### config.mk
export PLATFORM = sky130hd
export DESIGN_NAME = s3sf_out_fifo_flat
export DESIGN_NICKNAME = d
export VERILOG_FILES = /design/src/sv/s3sf_pkg.sv /design/src/sv/s3sf_if.sv /design/src/sv/s3sf_out_fifo.sv /design/src/flat_wrapper.sv
export SDC_FILE = /design/constraint.sdc
export NUM_CORES = 1
export LEC_CHECK = 0
export ABC_AREA = 1
export BUFFER_PORTS_ARGS = -buffer_cell sky130_fd_sc_hd__buf_2
export CAP_MARGIN = 30
export CORE_MARGIN = 2
export CORE_UTILIZATION = 53
export CTS_CLUSTER_DIAMETER = 40
export DETAILED_ROUTE_END_ITERATION = 6
export PLACE_DENSITY_LB_ADDON = 0.3
export REMOVE_ABC_BUFFERS = 1
export SYNTH_ARGS = -nofsm -noshare
export SYNTH_HDL_FRONTEND = slang
export SYNTH_SLANG_ARGS = --single-unit
### constraint.sdc
create_clock -name clk -period 2.13 [get_ports clk]
set_clock_uncertainty 0.2 [all_clocks]
set_input_delay 0.213 -clock clk [delete_from_list [all_inputs] [get_ports clk]]
set_output_delay 0.213 -clock clk [all_outputs]
set_load 0.03 [all_outputs]
### src/sv/s3sf_pkg.sv
`timescale 1ns / 1ps
`default_nettype none

package s3sf_pkg;

	localparam int unsigned PIX_W         = 8;
	localparam int unsigned ROW_W         = 16;
	localparam int unsigned WIDTH_IN_W    = 11;
	localparam int unsigned CFG_IDX_W     = 2;
	localparam int unsigned CFG_DATA_W    = 16;

	localparam int unsigned MAX_WIDTH_DEF = 1024;
	localparam int unsigned WIDTH_MIN     = 3;
	localparam int unsigned HEIGHT_MIN    = 3;
	localparam int unsigned WIDTH_RST     = 400;
	localparam int unsigned HEIGHT_RST    = 400;
	localparam logic        ENABLE_RST    = 1'b1;

	// pixels at full white are never smoothed
	localparam logic [PIX_W-1:0] WHITE    = 8'd255;

	// result queue between the filter core and the output channel
	localparam int unsigned FIFO_DEPTH    = 3;
	localparam int unsigned FIFO_CNT_W    = $clog2(FIFO_DEPTH + 1);

	typedef enum logic [CFG_IDX_W-1:0] {
		REG_WIDTH  = 2'd0,
		REG_HEIGHT = 2'd1,
		REG_ENABLE = 2'd2
	} cfg_reg_t;

	typedef struct packed {
		logic [PIX_W-1:0] out_pixel;
		logic             frame_last;
	} res_t;

endpackage

`default_nettype wire

### src/sv/s3sf_if.sv
`timescale 1ns / 1ps
`default_nettype none


// result output channel
interface s3sf_res_if;
	logic                        valid;
	logic                        ready;
	logic [s3sf_pkg::PIX_W-1:0]  out_pixel;
	logic                        frame_last;

	modport source (output valid, output out_pixel, output frame_last, input ready);
	modport sink   (input valid, input out_pixel, input frame_last, output ready);
endinterface


`default_nettype wire

### src/sv/s3sf_out_fifo.sv
`timescale 1ns / 1ps
`default_nettype none

module s3sf_out_fifo (
	input  logic                             clk,
	input  logic                             arst_n,
	input  logic                             push,
	input  s3sf_pkg::res_t                   push_data,
	output logic [s3sf_pkg::FIFO_CNT_W-1:0]  count,
	s3sf_res_if.source                       res
);
	import s3sf_pkg::*;

	localparam int unsigned PTR_W = $clog2(FIFO_DEPTH);

	res_t                  slot_q [FIFO_DEPTH];
	logic [PTR_W-1:0]      wr_ptr_q;
	logic [PTR_W-1:0]      rd_ptr_q;
	logic [FIFO_CNT_W-1:0] count_q;
	logic                  pop;

	assign pop           = res.valid && res.ready;
	assign res.valid     = (count_q != '0);
	assign res.out_pixel = slot_q[rd_ptr_q].out_pixel;
	assign res.frame_last = slot_q[rd_ptr_q].frame_last;
	assign count         = count_q;

	always_ff @(posedge clk) begin
		if (push) begin
			slot_q[wr_ptr_q] <= push_data;
		end
	end

	always_ff @(posedge clk or negedge arst_n) begin
		if (!arst_n) begin
			wr_ptr_q <= '0;
			rd_ptr_q <= '0;
			count_q  <= '0;
		end else begin
			if (push) begin
				wr_ptr_q <= (wr_ptr_q == PTR_W'(FIFO_DEPTH - 1)) ? '0 : wr_ptr_q + PTR_W'(1);
			end
			if (pop) begin
				rd_ptr_q <= (rd_ptr_q == PTR_W'(FIFO_DEPTH - 1)) ? '0 : rd_ptr_q + PTR_W'(1);
			end
			count_q <= count_q + FIFO_CNT_W'(push) - FIFO_CNT_W'(pop);
		end
	end

endmodule

`default_nettype wire

### src/flat_wrapper.sv
// flat-port wrapper written by rule: the top's interface ports become plain ports
module s3sf_out_fifo_flat import s3sf_pkg::*;
  (clk, arst_n, push, push_data, count, res_valid, res_out_pixel, res_frame_last, res_ready);
  s3sf_res_if res_i ();
  input  logic clk;
  input  logic arst_n;
  input  logic push;
  input  s3sf_pkg::res_t push_data;
  output logic [s3sf_pkg::FIFO_CNT_W-1:0] count;
  output wire logic [$bits(res_i.valid)-1:0] res_valid;
  output wire logic [$bits(res_i.out_pixel)-1:0] res_out_pixel;
  output wire logic [$bits(res_i.frame_last)-1:0] res_frame_last;
  input wire logic [$bits(res_i.ready)-1:0] res_ready;
  assign res_valid = res_i.valid;
  assign res_out_pixel = res_i.out_pixel;
  assign res_frame_last = res_i.frame_last;
  assign res_i.ready = res_ready;
  s3sf_out_fifo u_core (.clk(clk), .arst_n(arst_n), .push(push), .push_data(push_data), .count(count), .res(res_i));
endmodule
* After elaboration in Yosys (flattened, before gate mapping)
Memories as Yosys holds them, arrays and structs flattened.
Cells that the tools add are included.
** Operators by class
- Reduce and logical (&&, ||, !) cells :: 2
- $add $sub $neg :: 4
- Eq/ne operators :: 2
- Muxes and demuxes :: 4
** Operators with widths (count)
- $add 2x1->2 const B :: 2
- $eq 2x2->1 const B :: 2
- $mux 2 :: 2
- $add 2x1->2 :: 1
- $mux 1 :: 2
- $reduce_bool 2->1 :: 1
- $sub 2x1->2 :: 1
- $logic_and 1x1->1 :: 1
** Word-level totals
- Register bits :: 6
- Memories kept :: 1
- Memory bits (writable) :: 27
- Output and inout bits :: 12
- Bits of input ports :: 13
** Memories
- u_core.slot_q :: words 3, bits a word 9, read ports 1, clocked after Yosys merged registers in 0, wr ports 1, line s3sf_out_fifo.sv:16 : res_t slot_q [FIFO_DEPTH];

* Logic depth before layout (Yosys ltp)
- Depth after elaboration :: 3
- Mapped depth :: 10
- Depth with buffers taken out :: 10

* Worst setup path before layout
Ideal clock, no wire load.
- Kind :: register to register
- Start point :: register u_core.count_q[1] (netlist: u_core.count[1])
- End point :: register u_core.count_q[1] (netlist: u_core.count[1])
- Slack :: 0.186 ns
- Arrival time :: 1.628 ns
- Required time :: 1.814 ns
- Stages on the path, launching flop included :: 10
- Cells stage by stage :: dfrtp_1 inv_1 nand2_1 nand2_1 inv_1 ha_1 inv_1 ha_1 nand3_1 nand2_1
** Between the ends
- Word-level cells in the longest chain between the ends :: 3
** RTL lines
- from (decl) :: line s3sf_out_fifo.sv:19 : logic [FIFO_CNT_W-1:0] count_q;
- from (signal assigned) :: line s3sf_out_fifo.sv:46 : count_q <= count_q + FIFO_CNT_W'(push) - FIFO_CNT_W'(pop);
- $reduce_bool 2->1 :: line s3sf_out_fifo.sv:23 : assign res.valid = (count_q != '0);
- named net res_valid :: line flat_wrapper.sv:10 : output wire logic [$bits(res_i.valid)-1:0] res_valid;
- $logic_and 1x1->1 :: line s3sf_out_fifo.sv:22 : assign pop = res.valid && res.ready;
- named net u_core.pop :: line s3sf_out_fifo.sv:20 : logic pop;
- $sub 2x1->2 :: line s3sf_out_fifo.sv:46
The timed path passes the listed nets, and every way through them passes these cells.
A chain may end at the register's enable or synchronous reset.

* Worst setup path after layout
- Start point :: register u_core.rd_ptr_q[0]
- End point :: output port res_out_pixel[5]
** Between the ends
- Word-level cells in the longest chain between the ends :: 1
** RTL lines
- from (decl) :: line s3sf_out_fifo.sv:18 : logic [PTR_W-1:0] rd_ptr_q;
- from (signal assigned) :: line s3sf_out_fifo.sv:44 : rd_ptr_q <= (rd_ptr_q == PTR_W'(FIFO_DEPTH - 1)) ? '0 : rd_ptr_q + PTR_W'(1);
- $mem_v2 3x9
- to (decl) :: line flat_wrapper.sv:11 : output wire logic [$bits(res_i.out_pixel)-1:0] res_out_pixel;
No other way between the ends.

==> impl_metrics.env <==
export IMPL_floorplan_initialDensity=0.546
export IMPL_rows=18
export IMPL_post_synth_top_area_fraction=0.616
export IMPL_drv_cap=0
export IMPL_cp_max_fo=12
export IMPL_overflow_left_after_global_routing=0
export IMPL_clock_tree_root_cell="sky130_fd_sc_hd__clkbuf_4"
export IMPL_areaGrowthSynthToFinish_pct=26.8
export IMPL_final_period_minus_worst_setup_slack_ns=1.96
export IMPL_die_x_um=53.8
export IMPL_post_synth_cell_area_avg_um2=12.3
export IMPL_maximum_number_of_pins_on_one_net_before_global_route_repair=13
export IMPL_max_slew_margin=0.685
export IMPL_drive_above_1_share=0.237
export IMPL_worstPathArrival_ns=1.55
export IMPL_fin_worst_hold_slack_ns=0.0891
export IMPL_synth_area_um2=1320
export IMPL_worst_endpoint_required_ns=1.72
export IMPL_vdd_ir_drop_max_uv=934
export IMPL_min_delay_path_class="input port to asynchronous set/reset pin"
export IMPL_detail_route_antenna_nets=0
export IMPL_worstSkewPairLatency_ns=0.32
export IMPL_synth_main_ff_cell="sky130_fd_sc_hd__edfxtp_1"
export IMPL_yosys_top_cells_count="sky130_fd_sc_hd__nand2_1 (29), sky130_fd_sc_hd__edfxtp_1 (27), sky130_fd_sc_hd__nand3_1 (22), sky130_fd_sc_hd__inv_1 (12), sky130_fd_sc_hd__dfrtp_1 (6)"
export IMPL_stdcell_count=182
export IMPL_post_synth_main_area_contributors="sky130_fd_sc_hd__edfxtp_1 (62%), sky130_fd_sc_hd__dfrtp_1 (11%), sky130_fd_sc_hd__nand3_1 (8.4%)"
export IMPL_grt_first_pass_wirelength_mm=3.91
export IMPL_die_height_um=53.8
export IMPL_rsz_0062_raised_after_global_routing="false"
export IMPL_met3_wirelength_um=103
export IMPL_hpwl_mm=1.65
export IMPL_power_density_nw_per_um2=1420
export IMPL_wl_per_cell_um=13.9
export IMPL_final_hold_viol_count=0
export IMPL_drt_pass1_iterations=4
export IMPL_io_pin_count=25
export IMPL_antenna_found_initial=0
export IMPL_worstSetupPathType="flop to primary output"
export IMPL_io_buffer_count=24
export IMPL_achievable_frequency_mhz=510
export IMPL_synth_seq_cells=33
export IMPL_overall_fraction_of_global_route_tracks_in_use=0.206
export IMPL_drtIter0Drc=18
export IMPL_detailroute_wirelength_met2_mm=1.32
export IMPL_numPlacedInstances=162
export IMPL_max_clock_path_buffers=2
export IMPL_static_leakage_uw=0.000734
export IMPL_final_util=0.693
export IMPL_via_count_of_the_first_global_routing_pass=911
export IMPL_clkTransAtPathRegs_ns=0.10
export IMPL_number_of_drc_violations_after_detailed_routing=0
export IMPL_placeableCoreArea_um2=2410
export IMPL_post_synth_num_cell_types=13
export IMPL_antenna_cells_inserted=0
export IMPL_synthArstFlopShare=0.182
export IMPL_tritoncts="built"
export IMPL_design_die_area_um2=2900
export IMPL_result_of_the_run="completed"
export IMPL_slew_of_the_pin_with_the_lowest_slew_margin_ns=0.472
export IMPL_dr_total_vias=900
export IMPL_synth_edff_count=27
export IMPL_critPathCaptureType="primary output"
export IMPL_synth_area_leader_cell="sky130_fd_sc_hd__edfxtp_1"
export IMPL_worst_setup_path_start_kind="flop"
export IMPL_detail_route_vias_per_cell=4.95
export IMPL_post_synth_top_count_cell="sky130_fd_sc_hd__nand2_1"
export IMPL_cts_made_buffers=5
export IMPL_n_fill_cell=184
export IMPL_routed_top_layer="met4"
export IMPL_synthesized_instance_count=107
export IMPL_cts_htree_levels=2
export IMPL_min_period_over_period=0.921
export IMPL_route_layer_met1_wl_mm=1.05
export IMPL_slew_violations=0
export IMPL_num_nets_final=166
export IMPL_setup_tns_ns=0
export IMPL_cts_sinks=33
export IMPL_placer_congestion=0.688
export IMPL_synth_warnings=0
export IMPL_report_final_setup_viol=0
export IMPL_synth_seq_area_share=0.730
export IMPL_drt_total_wl_mm=2.52
[report_power, final]
part | internal (uW) | switching (uW) | total, uW | leakage, uW
clock | 244 | 191 | 435 | 0.0000399
combinational | 291 | 703 | 994 | 0.000371
sequential | 847 | 93.4 | 940 | 0.000323
[worst paths after layout]
kind / from / endpoint / slack [ns] / cells past startpoint
min: arst_n / u_core.rd_ptr_q[1] / 0.09 / 2
min in group clk: u_core.wr_ptr_q[0] / u_core.wr_ptr_q[1] / 0.40 / 2
max reg2reg: u_core.count[1] / u_core.count[1] / 0.44 / 10
max in group asynchronous: arst_n / u_core.wr_ptr_q[1] / 1.48 / 2
max: u_core.rd_ptr_q[0] / res_out_pixel[5] / 0.17 / 4
min reg2reg: u_core.wr_ptr_q[0] / u_core.wr_ptr_q[1] / 0.40 / 2
[placed cells by master (no fill, tap or decap), drive strengths merged]
cell type | Yosys | routed
nand2 | 29 | 29
edfxtp | 27 | 27
buf | 2 | 27
nand3 | 23 | 23
inv | 13 | 13
dlygate4sd3 | 0 | 12
dfrtp | 6 | 6
clkbuf | 0 | 6
o21ai | 2 | 2
ha | 2 | 2
nor2 | 2 | 2
nor3 | 1 | 1
bufinv | 0 | 1
clkinv | 0 | 1
[area by class of cell]
class,count,area (um^2),area share
multi-input combinational,59,284,0.170
tap,30,37.5,0.0225
clock inverter,2,33.8,0.0202
inverter,13,48.8,0.0292
sequential,33,961,0.576
timing repair buffer,39,263,0.157
clock buffer,6,41.3,0.0247
[per-stage QoR]
| stage | worst slack (ns) | area (um^2) | power, uW |
|---|---|---|---|
| floorplan | 0.186 | 1290 | 1620 |
| global placement | 0.492 | 1470 | 1900 |
| detailed placement | 0.456 | 1470 | 1940 |
| CTS | 0.151 | 1670 | 2390 |
| global route | 0.0315 | 1670 | 2520 |
| finish | 0.168 | 1670 | 2370 |
[worst max-delay path, stage by stage, from the launching register on]
cell and delay (ns):
sky130_fd_sc_hd__dfrtp_1 0.56, sky130_fd_sc_hd__nor2_4 0.32, sky130_fd_sc_hd__nand2_1 0.08, sky130_fd_sc_hd__nand3_1 0.08, sky130_fd_sc_hd__buf_2 0.20
[cells by family (layout without fill, tap and decap cells)]
| group | count (synthesis) | after routing | synth area share |
|---|---|---|---|
| AOI/OAI and AO/OA | 2 | 2 | 0.00760 |
| adders and majority gates | 2 | 2 | 0.0190 |
| buffers and inverters | 15 | 60 | 0.0542 |
| DFF | 33 | 33 | 0.730 |
| and+or+nand+nor | 55 | 55 | 0.189 |
[metal layers]
metal,global-route usage,vias up
li1,-,454
met1,0.226,418
met2,0.360,22
met3,0.0528,6
met4,0.115,0
met5,0,-
[flip-flops by register name (all words and copies together), names as in the netlist]
signal,count
u_core.slot_q,27
u_core.count,2
u_core.rd_ptr_q,2
u_core.wr_ptr_q,2
[what timing repair did]
action	in CTS	in global routing
hold buffers	12	0
buffers inserted	0	0
gates resized for setup	0	0
setup endpoints to repair	0	0
endpoints found under the hold margin	38	0
Note: power is estimated with default switching activity, not from simulation.
